File: src/rtl/hvf_pkg.sv
package hvf_pkg;

   localparam int CHAR_W  = 8;
   localparam int VALUE_W = 28;
   localparam int KIND_W  = 3;
   localparam int DATA_W  = 32;

   localparam logic [CHAR_W-1:0] NEWLINE_CHAR = 8'h0A;
   localparam logic [7:0]        GROUP_MORE   = 8'h80;
   localparam logic [7:0]        GROUP_BITS   = 8'h7F;

   typedef enum logic [2:0] {
      PHASE_WAIT  = 3'd0,
      PHASE_START = 3'd1,
      PHASE_CMD   = 3'd2,
      PHASE_COUNT = 3'd3,
      PHASE_ARGS  = 3'd4,
      PHASE_TEXT  = 3'd5
   } phase_type;

   typedef enum logic [KIND_W-1:0] {
      KIND_CMD   = 3'd0,
      KIND_COUNT = 3'd1,
      KIND_ARG   = 3'd2,
      KIND_TEXT  = 3'd3,
      KIND_ERROR = 3'd4
   } kind_type;

   typedef struct packed {
      kind_type           kind;
      logic [VALUE_W-1:0] value;
      logic               last;
   } result_type;

   typedef struct packed {
      logic       valid;
      logic [3:0] digit;
   } hex_type;

   function automatic hex_type hex_decode(input logic [CHAR_W-1:0] c);
      hex_type h;
      h.valid = 1'b1;
      h.digit = 4'd0;
      if (c >= 8'h30 && c <= 8'h39) begin
         h.digit = c[3:0];
      end else if ((c >= 8'h41 && c <= 8'h46) || (c >= 8'h61 && c <= 8'h66)) begin
         h.digit = c[3:0] + 4'd9;
      end else begin
         h.valid = 1'b0;
      end
      return h;
   endfunction

endpackage

File: src/rtl/hex_varint_frame_decoder.sv
// Hex varint frame decoder.
// req_* carries one ASCII character per item in req_tdata. Characters are
// dropped until a newline; after it, frames of hex-pair bytes are decoded
// into 7-bit-per-byte big-endian numbers (bit 7 set means more bytes follow).
// rsp_* carries one result item: rsp_tdata[2:0] kind (0 command, 1 count,
// 2 argument, 3 text character, 4 error), rsp_tdata[30:3] value, and
// rsp_tlast on the final item of a frame.
// Each result is registered in the output buffer before it shows on rsp_*.
// Throughput: one character per cycle while req_tready is high; the parse
// state updates in the same cycle the character is accepted, and a two-entry
// output register absorbs the result.
// Reset: the parser returns to waiting for a newline and the output buffer
// empties.
// Stall: while rsp_tready is low up to two results are held; req_tready then
// drops until the receiver takes one.
module hex_varint_frame_decoder #(
   parameter int MAX_GROUPS = 4
) (
   input  logic        clock,
   input  logic        reset,
   input  logic        req_tvalid,
   output logic        req_tready,
   input  logic [7:0]  req_tdata,   // [7:0] char_in
   output logic        rsp_tvalid,
   input  logic        rsp_tready,
   output logic [31:0] rsp_tdata,   // [2:0] kind, [30:3] value, [31] zero
   output logic        rsp_tlast
);

   logic                accept;
   logic                res_valid;
   hvf_pkg::result_type res;
   hvf_pkg::result_type out_data;

   assign accept = req_tvalid && req_tready;

   hvf_parser #(
      .MAX_GROUPS(MAX_GROUPS)
   ) u_parser (
      .clock     (clock),
      .reset     (reset),
      .accept    (accept),
      .char_in   (req_tdata),
      .res_valid (res_valid),
      .res       (res)
   );

   hvf_out_buf u_out_buf (
      .clock      (clock),
      .reset      (reset),
      .push       (res_valid),
      .push_data  (res),
      .push_ready (req_tready),
      .out_valid  (rsp_tvalid),
      .out_ready  (rsp_tready),
      .out_data   (out_data)
   );

   assign rsp_tdata = {1'b0, out_data.value, out_data.kind};
   assign rsp_tlast = out_data.last;

endmodule

File: src/rtl/hvf_parser.sv
module hvf_parser #(
   parameter int MAX_GROUPS = 4
) (
   input  logic                      clock,
   input  logic                      reset,
   input  logic                      accept,
   input  logic [hvf_pkg::CHAR_W-1:0] char_in,
   output logic                      res_valid,
   output hvf_pkg::result_type       res
);

   localparam int GC_W = (MAX_GROUPS < 2) ? 1 : $clog2(MAX_GROUPS + 1);

   hvf_pkg::phase_type           phase_ff, phase_in;
   logic                         pending_ff, pending_in;
   logic [3:0]                   high_ff, high_in;
   logic [hvf_pkg::VALUE_W-1:0]  acc_ff, acc_in;
   logic [GC_W-1:0]              gc_ff, gc_in;
   logic [hvf_pkg::VALUE_W-1:0]  args_ff, args_in;

   hvf_pkg::hex_type             hex;
   hvf_pkg::phase_type           num_phase;
   logic                         is_nl;
   logic                         cur_pending;
   logic [hvf_pkg::VALUE_W-1:0]  cur_acc;
   logic [GC_W-1:0]              cur_gc;
   logic [GC_W-1:0]              gc_next;
   logic [7:0]                   byte_val;
   logic [hvf_pkg::VALUE_W-1:0]  acc_next;
   logic [hvf_pkg::VALUE_W-1:0]  args_dec;

   always_comb begin
      hex         = hvf_pkg::hex_decode(char_in);
      is_nl       = (char_in == hvf_pkg::NEWLINE_CHAR);
      num_phase   = (phase_ff == hvf_pkg::PHASE_START) ? hvf_pkg::PHASE_CMD : phase_ff;
      cur_pending = (phase_ff == hvf_pkg::PHASE_START) ? 1'b0 : pending_ff;
      cur_acc     = (phase_ff == hvf_pkg::PHASE_START) ? '0 : acc_ff;
      cur_gc      = (phase_ff == hvf_pkg::PHASE_START) ? '0 : gc_ff;
      byte_val    = {high_ff, hex.digit};
      acc_next    = {cur_acc[hvf_pkg::VALUE_W-8:0], byte_val[6:0] & hvf_pkg::GROUP_BITS[6:0]};
      gc_next     = cur_gc + 1'b1;
      args_dec    = args_ff - 1'b1;

      phase_in   = phase_ff;
      pending_in = pending_ff;
      high_in    = high_ff;
      acc_in     = acc_ff;
      gc_in      = gc_ff;
      args_in    = args_ff;
      res_valid  = 1'b0;
      res.kind   = hvf_pkg::KIND_ERROR;
      res.value  = '0;
      res.last   = 1'b0;

      if (accept) begin
         unique case (phase_ff)
            hvf_pkg::PHASE_WAIT: begin
               if (is_nl) begin
                  phase_in = hvf_pkg::PHASE_START;
               end
            end
            hvf_pkg::PHASE_TEXT: begin
               res_valid = 1'b1;
               res.kind  = hvf_pkg::KIND_TEXT;
               res.value = hvf_pkg::VALUE_W'(char_in);
               res.last  = is_nl;
               if (is_nl) begin
                  phase_in = hvf_pkg::PHASE_START;
               end
            end
            hvf_pkg::PHASE_START, hvf_pkg::PHASE_CMD,
            hvf_pkg::PHASE_COUNT, hvf_pkg::PHASE_ARGS: begin
               if (is_nl && phase_ff == hvf_pkg::PHASE_START) begin
                  phase_in = phase_ff;
               end else if (is_nl || !hex.valid) begin
                  // drop the frame, resync on newline
                  res_valid  = 1'b1;
                  res.last   = 1'b1;
                  phase_in   = is_nl ? hvf_pkg::PHASE_START : hvf_pkg::PHASE_WAIT;
                  pending_in = 1'b0;
                  high_in    = '0;
                  acc_in     = '0;
                  gc_in      = '0;
                  args_in    = '0;
               end else if (!cur_pending) begin
                  phase_in   = num_phase;
                  pending_in = 1'b1;
                  high_in    = hex.digit;
                  acc_in     = cur_acc;
                  gc_in      = cur_gc;
               end else if ((byte_val & hvf_pkg::GROUP_MORE) != 8'h00) begin
                  pending_in = 1'b0;
                  high_in    = '0;
                  if (gc_next >= GC_W'(MAX_GROUPS)) begin
                     res_valid = 1'b1;
                     res.last  = 1'b1;
                     phase_in  = hvf_pkg::PHASE_WAIT;
                     acc_in    = '0;
                     gc_in     = '0;
                     args_in   = '0;
                  end else begin
                     acc_in = acc_next;
                     gc_in  = gc_next;
                  end
               end else begin
                  pending_in = 1'b0;
                  high_in    = '0;
                  acc_in     = '0;
                  gc_in      = '0;
                  res_valid  = 1'b1;
                  res.value  = acc_next;
                  unique case (num_phase)
                     hvf_pkg::PHASE_CMD: begin
                        res.kind = hvf_pkg::KIND_CMD;
                        phase_in = (acc_next == '0) ? hvf_pkg::PHASE_TEXT
                                                    : hvf_pkg::PHASE_COUNT;
                     end
                     hvf_pkg::PHASE_COUNT: begin
                        res.kind = hvf_pkg::KIND_COUNT;
                        if (acc_next == '0) begin
                           res.last = 1'b1;
                           phase_in = hvf_pkg::PHASE_WAIT;
                        end else begin
                           args_in  = acc_next;
                           phase_in = hvf_pkg::PHASE_ARGS;
                        end
                     end
                     default: begin
                        res.kind = hvf_pkg::KIND_ARG;
                        args_in  = args_dec;
                        if (args_dec == '0) begin
                           res.last = 1'b1;
                           phase_in = hvf_pkg::PHASE_WAIT;
                        end
                     end
                  endcase
               end
            end
            default: begin
               phase_in   = hvf_pkg::PHASE_WAIT;
               pending_in = 1'b0;
               high_in    = '0;
               acc_in     = '0;
               gc_in      = '0;
               args_in    = '0;
            end
         endcase
      end
   end

   always_ff @(posedge clock) begin
      if (reset) begin
         phase_ff   <= hvf_pkg::PHASE_WAIT;
         pending_ff <= 1'b0;
         high_ff    <= '0;
         acc_ff     <= '0;
         gc_ff      <= '0;
         args_ff    <= '0;
      end else begin
         phase_ff   <= phase_in;
         pending_ff <= pending_in;
         high_ff    <= high_in;
         acc_ff     <= acc_in;
         gc_ff      <= gc_in;
         args_ff    <= args_in;
      end
   end

   a_error_ends_frame: assert property (@(posedge clock) disable iff (reset)
      res_valid && res.kind == hvf_pkg::KIND_ERROR |-> res.last && res.value == '0)
      else $error("error item must close the frame with zero value");

   a_wait_silent: assert property (@(posedge clock) disable iff (reset)
      accept && phase_ff == hvf_pkg::PHASE_WAIT |-> !res_valid)
      else $error("item emitted while waiting for newline");

   a_text_echo: assert property (@(posedge clock) disable iff (reset)
      accept && phase_ff == hvf_pkg::PHASE_TEXT |-> res_valid && res.kind == hvf_pkg::KIND_TEXT)
      else $error("text phase must echo each character");

   a_group_bound: assert property (@(posedge clock) disable iff (reset)
      gc_ff < GC_W'(MAX_GROUPS))
      else $error("group count exceeded limit");

endmodule

File: src/rtl/hvf_out_buf.sv
module hvf_out_buf (
   input  logic                clock,
   input  logic                reset,
   input  logic                push,
   input  hvf_pkg::result_type push_data,
   output logic                push_ready,
   output logic                out_valid,
   input  logic                out_ready,
   output hvf_pkg::result_type out_data
);

   logic                main_valid_ff, main_valid_in;
   logic                skid_valid_ff, skid_valid_in;
   hvf_pkg::result_type main_ff, main_in;
   hvf_pkg::result_type skid_ff, skid_in;

   always_comb begin
      main_valid_in = main_valid_ff;
      skid_valid_in = skid_valid_ff;
      main_in       = main_ff;
      skid_in       = skid_ff;
      if (!main_valid_ff || out_ready) begin
         if (skid_valid_ff) begin
            main_in       = skid_ff;
            main_valid_in = 1'b1;
            skid_valid_in = 1'b0;
         end else begin
            main_in       = push_data;
            main_valid_in = push;
         end
      end else if (push) begin
         skid_in       = push_data;
         skid_valid_in = 1'b1;
      end
   end

   always_ff @(posedge clock) begin
      if (reset) begin
         main_valid_ff <= 1'b0;
         skid_valid_ff <= 1'b0;
      end else begin
         main_valid_ff <= main_valid_in;
         skid_valid_ff <= skid_valid_in;
      end
      main_ff <= main_in;
      skid_ff <= skid_in;
   end

   assign push_ready = !skid_valid_ff;
   assign out_valid  = main_valid_ff;
   assign out_data   = main_ff;

   a_skid_behind_main: assert property (@(posedge clock) disable iff (reset)
      skid_valid_ff |-> main_valid_ff)
      else $error("skid holds an item while output is empty");

   a_no_push_when_full: assert property (@(posedge clock) disable iff (reset)
      push |-> !skid_valid_ff)
      else $error("item pushed into full buffer");

   a_skid_drains: assert property (@(posedge clock) disable iff (reset)
      skid_valid_ff && out_ready |=> main_valid_ff && main_ff == $past(skid_ff))
      else $error("skid item lost on drain");

endmodule
File: config.mk
export PLATFORM = sky130hd
export DESIGN_NAME = hex_varint_frame_decoder
export DESIGN_NICKNAME = d
export VERILOG_FILES = /design/src/rtl/hvf_pkg.sv /design/src/rtl/hex_varint_frame_decoder.sv /design/src/rtl/hvf_parser.sv /design/src/rtl/hvf_out_buf.sv
export SDC_FILE = /design/constraint.sdc
export NUM_CORES = 1
export LEC_CHECK = 0
export BUFFER_PORTS_ARGS = -buffer_cell sky130_fd_sc_hd__buf_2
export CORE_MARGIN = 2
export CORE_UTILIZATION = 55
export DETAILED_ROUTE_END_ITERATION = 6
export PLACE_DENSITY = 0.77
export SYNTH_ARGS = -nofsm -noshare
export SYNTH_HDL_FRONTEND = slang
export SYNTH_HIERARCHICAL = 1
export SYNTH_SLANG_ARGS = --single-unit
File: constraint.sdc
create_clock -name clock -period 3.6 [get_ports clock]
set_input_delay 0.36 -clock clock [delete_from_list [all_inputs] [get_ports clock]]
set_output_delay 0.36 -clock clock [all_outputs]
set_load 0.005 [all_outputs]
Word-level counts from Yosys, hierarchy flattened. Cells that the tools add are included.

$mul: 0. Equality and inequality tests: 16. Shift operators: 0. Bitwise operators: 2. Order comparisons: 7. Multiplexer cells: 69. Add/subtract/negate cells: 3. Reductions and logical operators: 21. Divide/modulo/power cells: 0.

Operator list (number): $mux W28 (6); $mux W32 (4); $mux W21 (6); $pmux W28 S2 (2); $pmux W32 S2 (1); $mux W31 (2); $logic_not A28 Y1 (2); $mux W3 (16); $pmux W21 S2 (1); $sub A28 B1 Y28 const B (1); $mux W4 (5); $mux W1 (18); $pmux W3 S2 (3); $ge A8 B7 Y1 const B (2); $le A8 B7 Y1 const B (2); $eq A3 B2 Y1 const B (4); $eq A8 B4 Y1 const B (1); $ge A8 B6 Y1 const B (1); $le A8 B6 Y1 const B (1); $pmux W4 S2 (1); $ne A7 B6 Y1 const B (1); $reduce_and A7 Y1 (1); $eq A3 B3 Y1 const B (2); $pmux W1 S2 (3); other kinds (22) (32).

Bits in latches: 0. ROM bits: 0. Bits of input ports: 12. Register bits: 126. Memories kept: 0. Bits in writable memories: 0.

Depth between registers and ports, before layout. Gate-level depths: netlist (run 1).

Depth in word-level cells: 15. Depth in mapped cells: 13. Gate-level depth less buffers: 12.

Cells and area by module. The synthesis (run 1) kept the hierarchy.

Modules (own cells, without submodules): hvf_parser (area an instance 4240.3 µm², times used 1, sequential area each 1201.2 µm², cells each 557); hvf_out_buf (area an instance 2529.9 µm², times used 1, sequential area each 1961.9 µm², cells each 109); hex_varint_frame_decoder (area an instance 17.5 µm², times used 1, sequential area each 0.0 µm², cells each 3).

Worst setup path before layout (run 1). No wires, ideal clock.

Path type: register to register. Start: register u_parser.phase_ff[0]. End: register u_out_buf/skid_ff[0] (netlist name) (enable). Cell stages (with the launch flop): 14. Arrival time: 3345 ps. Buffers on the path: 1. Required time: 3179 ps. Setup slack: -166 ps. Setup time: 421 ps. Period minus slack after synthesis: 3766 ps. Cell sequence: dfxtp_1 -> inv_2 -> or3_1 -> clkbuf_1 -> and2_1 -> ha_1 -> xnor2_1 -> nand2_1 -> nand3_1 -> a21oi_1 -> nor2_1 -> nor2_1 -> inv_1 -> nor2_1.

Cells in the longest elaborated chain, start to end: 12. Elaborated cells between the ends (all ways): 19. Classes of those cells: 1 x add/sub; 1 x order compare; 5 x eq/ne; 9 x mux; 3 x reduce/logical.

RTL lines: from (decl) (RTL line hvf_parser.sv:14) `hvf_pkg::phase_type phase_ff, phase_in;`; from (signal assigned) (RTL line hvf_parser.sv:153) `phase_ff <= hvf_pkg::PHASE_WAIT;`; from (signal assigned) (RTL line hvf_parser.sv:160) `phase_ff <= phase_in;`; $eq A3 B1 Y1; $mux W3 (RTL line hvf_parser.sv:38) `cur_gc = (phase_ff == hvf_pkg::PHASE_START) ? '0 : gc_ff;`; $add A3 B1 Y3 (RTL line hvf_parser.sv:41) `gc_next = cur_gc + 1'b1;`; $ge A3 B3 Y1 (RTL line hvf_parser.sv:94) `if (gc_next >= GC_W'(MAX_GROUPS)) begin`; $mux W1 (RTL line hvf_parser.sv:94); $mux W1 (RTL line hvf_parser.sv:91) `end else if ((byte_val & hvf_pkg::GROUP_MORE) != 8'h00) begin`; $mux W1 (RTL line hvf_parser.sv:85) `end else if (!cur_pending) begin`; $mux W1 (RTL line hvf_parser.sv:75) `end else if (is_nl || !hex.valid) begin`; $mux W1 (RTL line hvf_parser.sv:73) `if (is_nl && phase_ff == hvf_pkg::PHASE_START) begin`; $pmux W1 S2 * (RTL line hvf_parser.sv:56) `unique case (phase_ff)`; $mux W1 * (RTL line hvf_parser.sv:55) `if (accept) begin`; named net res_valid (RTL line hex_varint_frame_decoder.sv:31) `logic res_valid;`; $reduce_and A2 Y1 (no source line) *; to (signal assigned) (RTL line hvf_out_buf.sv:46) `skid_ff <= skid_in;`; to (decl) (RTL line hvf_out_buf.sv:15) `hvf_pkg::result_type skid_ff, skid_in;`.

Mark *: on every way through the listed nets, which the timed path passes. The rest lies on a longest branch. A chain may end at the register's enable or synchronous reset.

Worst setup path after layout (run 1).
Start: register u_parser.phase_ff[0]. End: register u_parser/args_ff[0] (netlist name).

Cells in the longest elaborated chain, start to end: 9. Elaborated cells between the ends (all ways): 31. Classes of those cells: 1 x add/sub; 1 x order compare; 12 x eq/ne; 10 x mux; 1 x bitwise; 6 x reduce/logical.

RTL lines: branches (longest 9 deep; another with $add A3 B1 Y3); to (signal assigned) (RTL line hvf_parser.sv:165) `args_ff <= args_in;`; to (decl) (RTL line hvf_parser.sv:19) `logic [hvf_pkg::VALUE_W-1:0] args_ff, args_in;`.

Several ways; the timed one is not identified. The select of a mux whose other input is x is not followed.

==> results.yml, run 1 <==
die:
  core_sq_um: 12010
  dieArea_sq_um: 13250
  die_h_um: 115.1
  start_util_pct: 56.51
  core.rowCount: 40
  fp.dieW_um: 115.1
  ioPinCount: 47
drt:
  vias: 5492
  firstDrtPassIters: 5
  wire_per_inst_um: 19.09
  drt_iter0_markers: 605
  routed_wl_mm: 16.40
  ant_nets: 0
  vias_per_cell: 6.393
  drc_errors: 0
outcome:
  status: "finished clean"
clock_tree:
  insertion_delay_ns: 0.42
  cts_buffer_depth: 2
  cts_sinks: 126
  cts_max_level: 4
  clock-root-buffer: "clkbuf_16"
  cts_buffers: 17
  cts.clk_slew.worst_paths_ns: 0.05
  cts_tree: "done"
  post_cts_buffers: 0
yosys:
  synth.area.mux_share_pct: 6.857
  async_flop_share_pct: 0
  ys.flop_type: "edfxtp_1"
  synthDistinctLibCells: 84
  synth-simple-area-share_pct: 19.02
  syn-num-nets: 688
  syn_avg_cell_area_sq_um: 10.15
  synth.most_common_cell: "nor2_1"
  synth_top_area_share_pct: 28.31
  ys_warn_count: 6
  synth_cells: 669
  synth_top_family_by_area: "simple AND/OR/NAND/NOR gates"
  synth_area_sq_um: 6788
  synth_compound_area_share_pct: 18.40
  post_synth_xor_area_fraction_pct: 1.935
  synth_seq_cells: 126
  yosys.area.top_type: "edfxtp_1"
  synth_commonest_cells: "nor2_1 (65), edfxtp_1 (64), dfxtp_1 (62), a21oi_1 (47), nand2_1 (41)"
  synth_fa_ha_area_share_pct: 1.290
  synth_edf_count: 64
  synthTopCellsByArea: "edfxtp_1 (28%), dfxtp_1 (18%), mux2_4 (6.2%)"
  yosysSeqAreaShare_pct: 46.60
placed_design:
  gp_congestion: 0.9520
  hpwl_mm: 11.43
  post-place-ws_ns: 0.1558
  io_buffers: 45
sta:
  slew_headroom_pct: 23.45
  fin_crit_ns: 3.422
  slew_viol_final: 0
  finalHoldViolations: 0
  setup_viol: 0
  worst_slew_pin_slew_ns: 1.142
  setup_slack_ns: 0.1780
  fin_setup_tns_ns: 0
  clock.fmax_mhz: 292.2
  skew_ns: 0.006334
  rsz0062_at_grt: "no"
  period_share_pct: 95.05
power:
  combPwrFrac_pct: 1.7
  p_int_mw: 2.589
  cellLeakagePower_nw: 3.028
  powerDensity_nw_per_um2: 426.9
  power.share.switching_pct: 20.07
  p_clk_share_pct: 52.1
  seqPwrFrac_pct: 46.2
  ir_worst_vdd_v: 0.0002462
  switchingPower_mw: 0.6501
grt:
  grt_pass1_wl_mm: 25.90
  grt_pass1_vias: 4903
  grt_antenna_before_repair: 0
  grt_start_max_net_pins: 56
  grt.overflow.total: 0
  grtUsageTotal_pct: 25.34
job:
  maxCapViolations: 0
hold_path:
  hp-class: "input pin to flop"
finish:
  seqCellArea_sq_um: 3164
  nNetsFinal: 718
  diodes: 0
  nFillCells: 952
  synthToLayoutAreaGrowth_pct: 11.78
  multi_input_area_sq_um: 3236
  drive_above_1_share_pct: 20.79
setup_path:
  path_class: "flop to flop"
  cp_max_fo: 16
  crit_path_start_kind: "flop"
  required_ns: 3.87
  worst_setup_path_end_kind: "flop"
  critical_path_arrival_ns: 3.69
worst paths after layout:
check | start | endpoint | slack [ns] | cells after the start
setup / recovery | u_parser/phase_ff[0]$_SDFFE_PP0P_ | u_parser/args_ff[0]$_SDFFE_PP0P_ | 0.18 | 12
hold / removal | req_tdata[5] | u_out_buf/skid_ff[6]$_DFFE_PP_ | 0.32 | 2
setup reg to reg | u_parser/phase_ff[0]$_SDFFE_PP0P_ | u_parser/args_ff[0]$_SDFFE_PP0P_ | 0.18 | 12
hold reg to reg | u_parser/gc_ff[2]$_SDFFE_PP0P_ | u_parser/gc_ff[2]$_SDFFE_PP0P_ | 0.49 | 1
critical path, stage by stage (launching register included):
cell and delay [ns]:
dfxtp_1 0.61, inv_2 0.18, or3_1 0.51, and2_1 0.21, ha_1 0.22, xnor2_1 0.14
nand2_1 0.09, nand3_1 0.11, a31oi_1 0.39, o21ai_2 0.26, buf_4 0.27, o21ai_0 0.20
a21oi_1 0.09
cell type report:
| cell class | count | share of cell area, % |
|---|---|---|
| inverters | 21 | 1.039 |
| repair buffers | 59 | 4.518 |
| clock buffers | 20 | 5.755 |
| flip-flops and latches | 126 | 41.71 |
| well taps | 147 | 2.424 |
| clock inverters | 12 | 1.913 |
| multi-input cells | 474 | 42.65 |
per-stage QoR:
step / utilization [%] / instance area [sq um] / hold WS [ns] / power (mW) / std cells
floorplan: - / 6790 / 0.4291 / 1.558 / 669
global placement: 58.28 / 7000 / 0.4818 / 1.577 / 827
detailed placement: 58.28 / 7000 / 0.4791 / 1.579 / 827
CTS: 63.13 / 7582 / 0.3144 / 3.254 / 859
global route: 63.17 / 7587 / 0.3415 / 3.330 / 859
finish: 63.17 / 7587 / 0.3220 / 3.239 / 859
routing by layer:
metal / global-route usage [%] / vias up / wire length [um]
li1: - / 2583 / -
met1: 35.16 / 2599 / 7260
met2: 38.75 / 275 / 7522
met3: 6.062 / 35 / 1333
met4: 9.398 / 0 / 279
met5: 0 / - / 0
flip-flops by register name, indices dropped and copies added, names as in the netlist:
name / flops
u_parser/gc_ff: 3
u_parser/high_ff: 4
u_parser/acc_ff: 21
u_out_buf/out_valid: 1
u_out_buf/skid_ff: 32
u_out_buf/out_data: 32
u_parser/phase_ff: 3
u_out_buf/skid_valid_ff: 1
u_parser/pending_ff: 1
u_parser/args_ff: 28
cell families (layout without fill, tap and decap cells):
| family | Yosys count | after routing |
|---|---|---|
| AND/OR/NAND/NOR | 239 | 239 |
| AO/OA/AOI/OAI | 180 | 180 |
| flip-flops | 126 | 126 |
| buffers and inverters | 69 | 112 |
| multiplexers | 32 | 32 |
| XOR/XNOR | 15 | 15 |
| adder cells (fa/ha/maj) | 7 | 7 |
| other | 1 | 1 |
power groups by stage:
| stage | Clock [mW] | Combinational (mW) | Sequential (mW) |
|---|---|---|---|
| 6_report | 1.69 | 0.0557 | 1.49 |
| 5_1_grt | 1.78 | 0.0598 | 1.49 |
| 4_1_cts | 1.71 | 0.0540 | 1.49 |
| 3_5_place_dp | 0 | 0.0538 | 1.52 |
| 3_3_place_gp | 0 | 0.0521 | 1.52 |
| 2_1_floorplan | 0 | 0.0332 | 1.52 |
placed cells by master (no fill, tap or decap), types with 20 or more instances in the layout:
master	n
a21oi_1	47
a22oi_1	30
and2_1	26
buf_2	45
dfxtp_1	61
edfxtp_1	64
mux2_4	28
nand2_1	41
nor2_1	64
nor3_1	25
o21ai_0	20
what timing repair did:
item / CTS / global route
endpoints found under the setup margin: 0 / 4
hold buffers: 0 / 0
gates resized for setup: 0 / 1
No activity file was read; power rests on OpenSTA's default activity.
==> inputs of run 2 (changes only) <==
--- a/config.mk
+++ b/config.mk
@@ -5,11 +5,12 @@
 export SDC_FILE = /design/constraint.sdc
 export NUM_CORES = 1
 export LEC_CHECK = 0
+export ABC_AREA = 1
 export BUFFER_PORTS_ARGS = -buffer_cell sky130_fd_sc_hd__buf_2
 export CORE_MARGIN = 2
 export CORE_UTILIZATION = 55
 export DETAILED_ROUTE_END_ITERATION = 6
-export PLACE_DENSITY = 0.77
+export PLACE_DENSITY = 0.76
 export SYNTH_ARGS = -nofsm -noshare
 export SYNTH_HDL_FRONTEND = slang
 export SYNTH_HIERARCHICAL = 1
==> results.yml, run 2 <==
finish:
  synthToLayoutAreaGrowth_pct: 11.63
  nFillCells: 1194
  seqCellArea_sq_um: 3163
  final_cell_mix: "nand2_1 (307), nor2_1 (145), inv_1 (91)"
  diodes: 0
  design_area_sq_um: 8204
  multi_input_area_sq_um: 3520
  final_common_cell: "nand2_1"
  nNetsFinal: 1077
  drive_above_1_share_pct: 13.82
drt:
  drc_errors: 0
  vias_per_cell: 5.401
  wire_per_inst_um: 14.68
  firstDrtPassIters: 6
  drt_iter0_markers: 719
  vias: 6735
  ant_nets: 0
  routed_wl_mm: 18.31
setup_path:
  cpPeakStageDelay_ns: 0.46
  reg2reg_slack_ns: 0.62
  r2r_end: "u_out_buf/skid_ff[28]$_DFFE_PP_"
  critical_path_arrival_ns: 3.06
  endpoint: "u_out_buf/skid_ff[28]$_DFFE_PP_"
  cp_max_fo: 35
  rr_worst_depth: 12
  path_class: "flop to flop"
  crit_path_start_kind: "flop"
  rr_startpoint: "u_parser/phase_ff[2]$_SDFFE_PP0P_"
  worstPathCellList: "inv_2 -> nand3_2 -> buf_4 -> nand2_2 -> xor2_2 -> nor2_4 -> nor2_1 -> o21ai_0 -> o21ai_0 -> inv_1 -> nor2_2 -> buf_4"
  required_ns: 3.68
  cp-startpoint: "u_parser/phase_ff[2]$_SDFFE_PP0P_"
  crit_slowest_cell: "dfxtp_1"
  worst_setup_path_end_kind: "flop"
grt:
  grtUsageTotal_pct: 26.78
  grt_antenna_before_repair: 0
  grt_pass1_wl_mm: 30.44
  grt_pass1_vias: 6118
  grt.overflow.total: 0
  grt_start_max_net_pins: 36
placed_design:
  hpwl_mm: 13.37
  placed_area_sq_um: 7620
  gp_congestion: 1.016
  io_buffers: 45
  post-place-ws_ns: 0.7026
sta:
  worst_slew_pin_slew_ns: 0.8976
  fin_setup_tns_ns: 0
  slew_viol_final: 0
  skew_ns: 0.009599
  rsz0062_at_grt: "no"
  period_share_pct: 82.87
  setup_viol: 0
  finalHoldViolations: 0
  clock.fmax_mhz: 335.2
  fin_crit_ns: 2.983
  slew_headroom_pct: 39.70
  setup_slack_ns: 0.6167
clock_tree:
  cts_buffers: 17
  cts_buffer_depth: 2
  postCtsHoldBufs: 0
  clock-root-buffer: "clkbuf_16"
  post_cts_buffers: 0
  insertion_delay_ns: 0.42
  cts_sinks: 126
  cts_resized: 0
  cts.clk_slew.worst_paths_ns: 0.06
  cts_tree: "done"
  cts_max_level: 4
outcome:
  status: "finished clean"
yosys:
  syn-num-nets: 1043
  synthTopCellsByArea: "edfxtp_1 (26%), dfxtp_1 (17%), nand2_1 (16%)"
  synth_seq_cells: 126
  synth_area_sq_um: 7350
  synth_cells: 1024
  async_flop_share_pct: 0
  synth_top_area_share_pct: 26.15
  synthDistinctLibCells: 48
  syn_avg_cell_area_sq_um: 7.177
  synth_edf_count: 64
  yosys.area.top_type: "edfxtp_1"
  yosysSeqAreaShare_pct: 43.04
  ys_warn_count: 6
  synth.most_common_cell: "nand2_1"
  ys.flop_type: "edfxtp_1"
  synth_commonest_cells: "nand2_1 (307), nor2_1 (146), inv_1 (91), edfxtp_1 (64), dfxtp_1 (62)"
die:
  fp.dieW_um: 119.6
  ioPinCount: 47
  dieArea_sq_um: 14300
  core_sq_um: 13140
  start_util_pct: 55.94
  core.rowCount: 42
  die_h_um: 119.6
power:
  ir_worst_vdd_v: 0.0003019
  cellLeakagePower_nw: 3.745
  powerDensity_nw_per_um2: 404.8
hold_path:
  hp-class: "input pin to flop"
job:
  maxCapViolations: 0
-- run 2: cell count changes after synthesis, sizes merged, moves of 26 or more --
cell,change
nor2,+90
a22oi,-28
mux2,-32
nand3,+29
nand2,+289
and2,-26
o21ai,+43
inv,+80
-- run 2: metal layers --
| layer | vias up | global-route usage [%] | wire length (um) |
|---|---|---|---|
| met3 | 29 | 5.323 | 1436 |
| met2 | 289 | 42.50 | 8340 |
| met4 | 0 | 9.118 | 364 |
| met1 | 3002 | 36.73 | 8166 |
| met5 | - | 0 | 0 |
| li1 | 3415 | - | - |
-- run 2: where the power goes --
part | leakage (nW) | switching, mW | internal, mW
registers | 1.23 | 0.00134 | 1.50
clock network | 0.275 | 0.622 | 1.08
logic | 2.24 | 0.0841 | 0.0343
-- run 2: per-stage QoR --
step	util [%]	hold WS, ns	cells	total power [mW]
final	62.45	0.2403	1247	3.321
after global routing	62.45	0.2954	1247	3.435
after detailed placement	58.00	0.4567	1215	1.643
after CTS	62.45	0.2223	1247	3.341
after global placement	58.00	0.4554	1215	1.641
after floorplan	-	0.4440	1024	1.609
-- run 2: layout make-up --
| class | count | share of cell area, % |
|---|---|---|
| repair buffers | 59 | 4.026 |
| multi-input cells | 753 | 42.90 |
| clock inverters | 11 | 1.754 |
| inverters | 101 | 4.713 |
| well taps | 176 | 2.684 |
| clock buffers | 21 | 5.368 |
| flip-flops and latches | 126 | 38.55 |
-- run 2: worst min path at each step --
stage                                           endpoint  slack, ns  depth (start not counted)                              start
global placement          u_parser/gc_ff[1]$_SDFFE_PP0P_       0.46                          2     u_parser/gc_ff[1]$_SDFFE_PP0P_
finish              u_out_buf/skid_valid_ff$_SDFFE_PP0P_       0.24                          4                         rsp_tready
CTS                 u_out_buf/skid_valid_ff$_SDFFE_PP0P_       0.22                          4                         rsp_tready
detailed placement        u_parser/gc_ff[1]$_SDFFE_PP0P_       0.46                          2     u_parser/gc_ff[1]$_SDFFE_PP0P_
global route        u_out_buf/skid_valid_ff$_SDFFE_PP0P_       0.30                          4                         rsp_tready
floorplan              u_parser/args_ff[27]$_SDFFE_PP0P_       0.44                          2  u_parser/args_ff[27]$_SDFFE_PP0P_
-- run 2: worst max-delay path, delay by kind of cell (launching register included) --
family	cells	cell delay, ns
buffers and inverters	4	0.89
and+or+nand+nor	5	0.62
DFF	1	0.46
AOI/OAI and AO/OA	2	0.42
xor gates and xnor gates	1	0.24
-- run 2: cells by family (layout without fill, tap and decap cells) --
kind of cell | Yosys count | in the layout | share of synthesized area (%)
buffers and inverters | 145 | 192 | 9.108
adder cells (fa/ha/maj) | 7 | 7 | 1.192
other | 1 | 1 | 0.05102
flip-flops | 126 | 126 | 43.04
AND/OR/NAND/NOR | 560 | 560 | 31.78
XOR/XNOR | 4 | 4 | 0.5789
AO/OA/AOI/OAI | 181 | 181 | 14.25
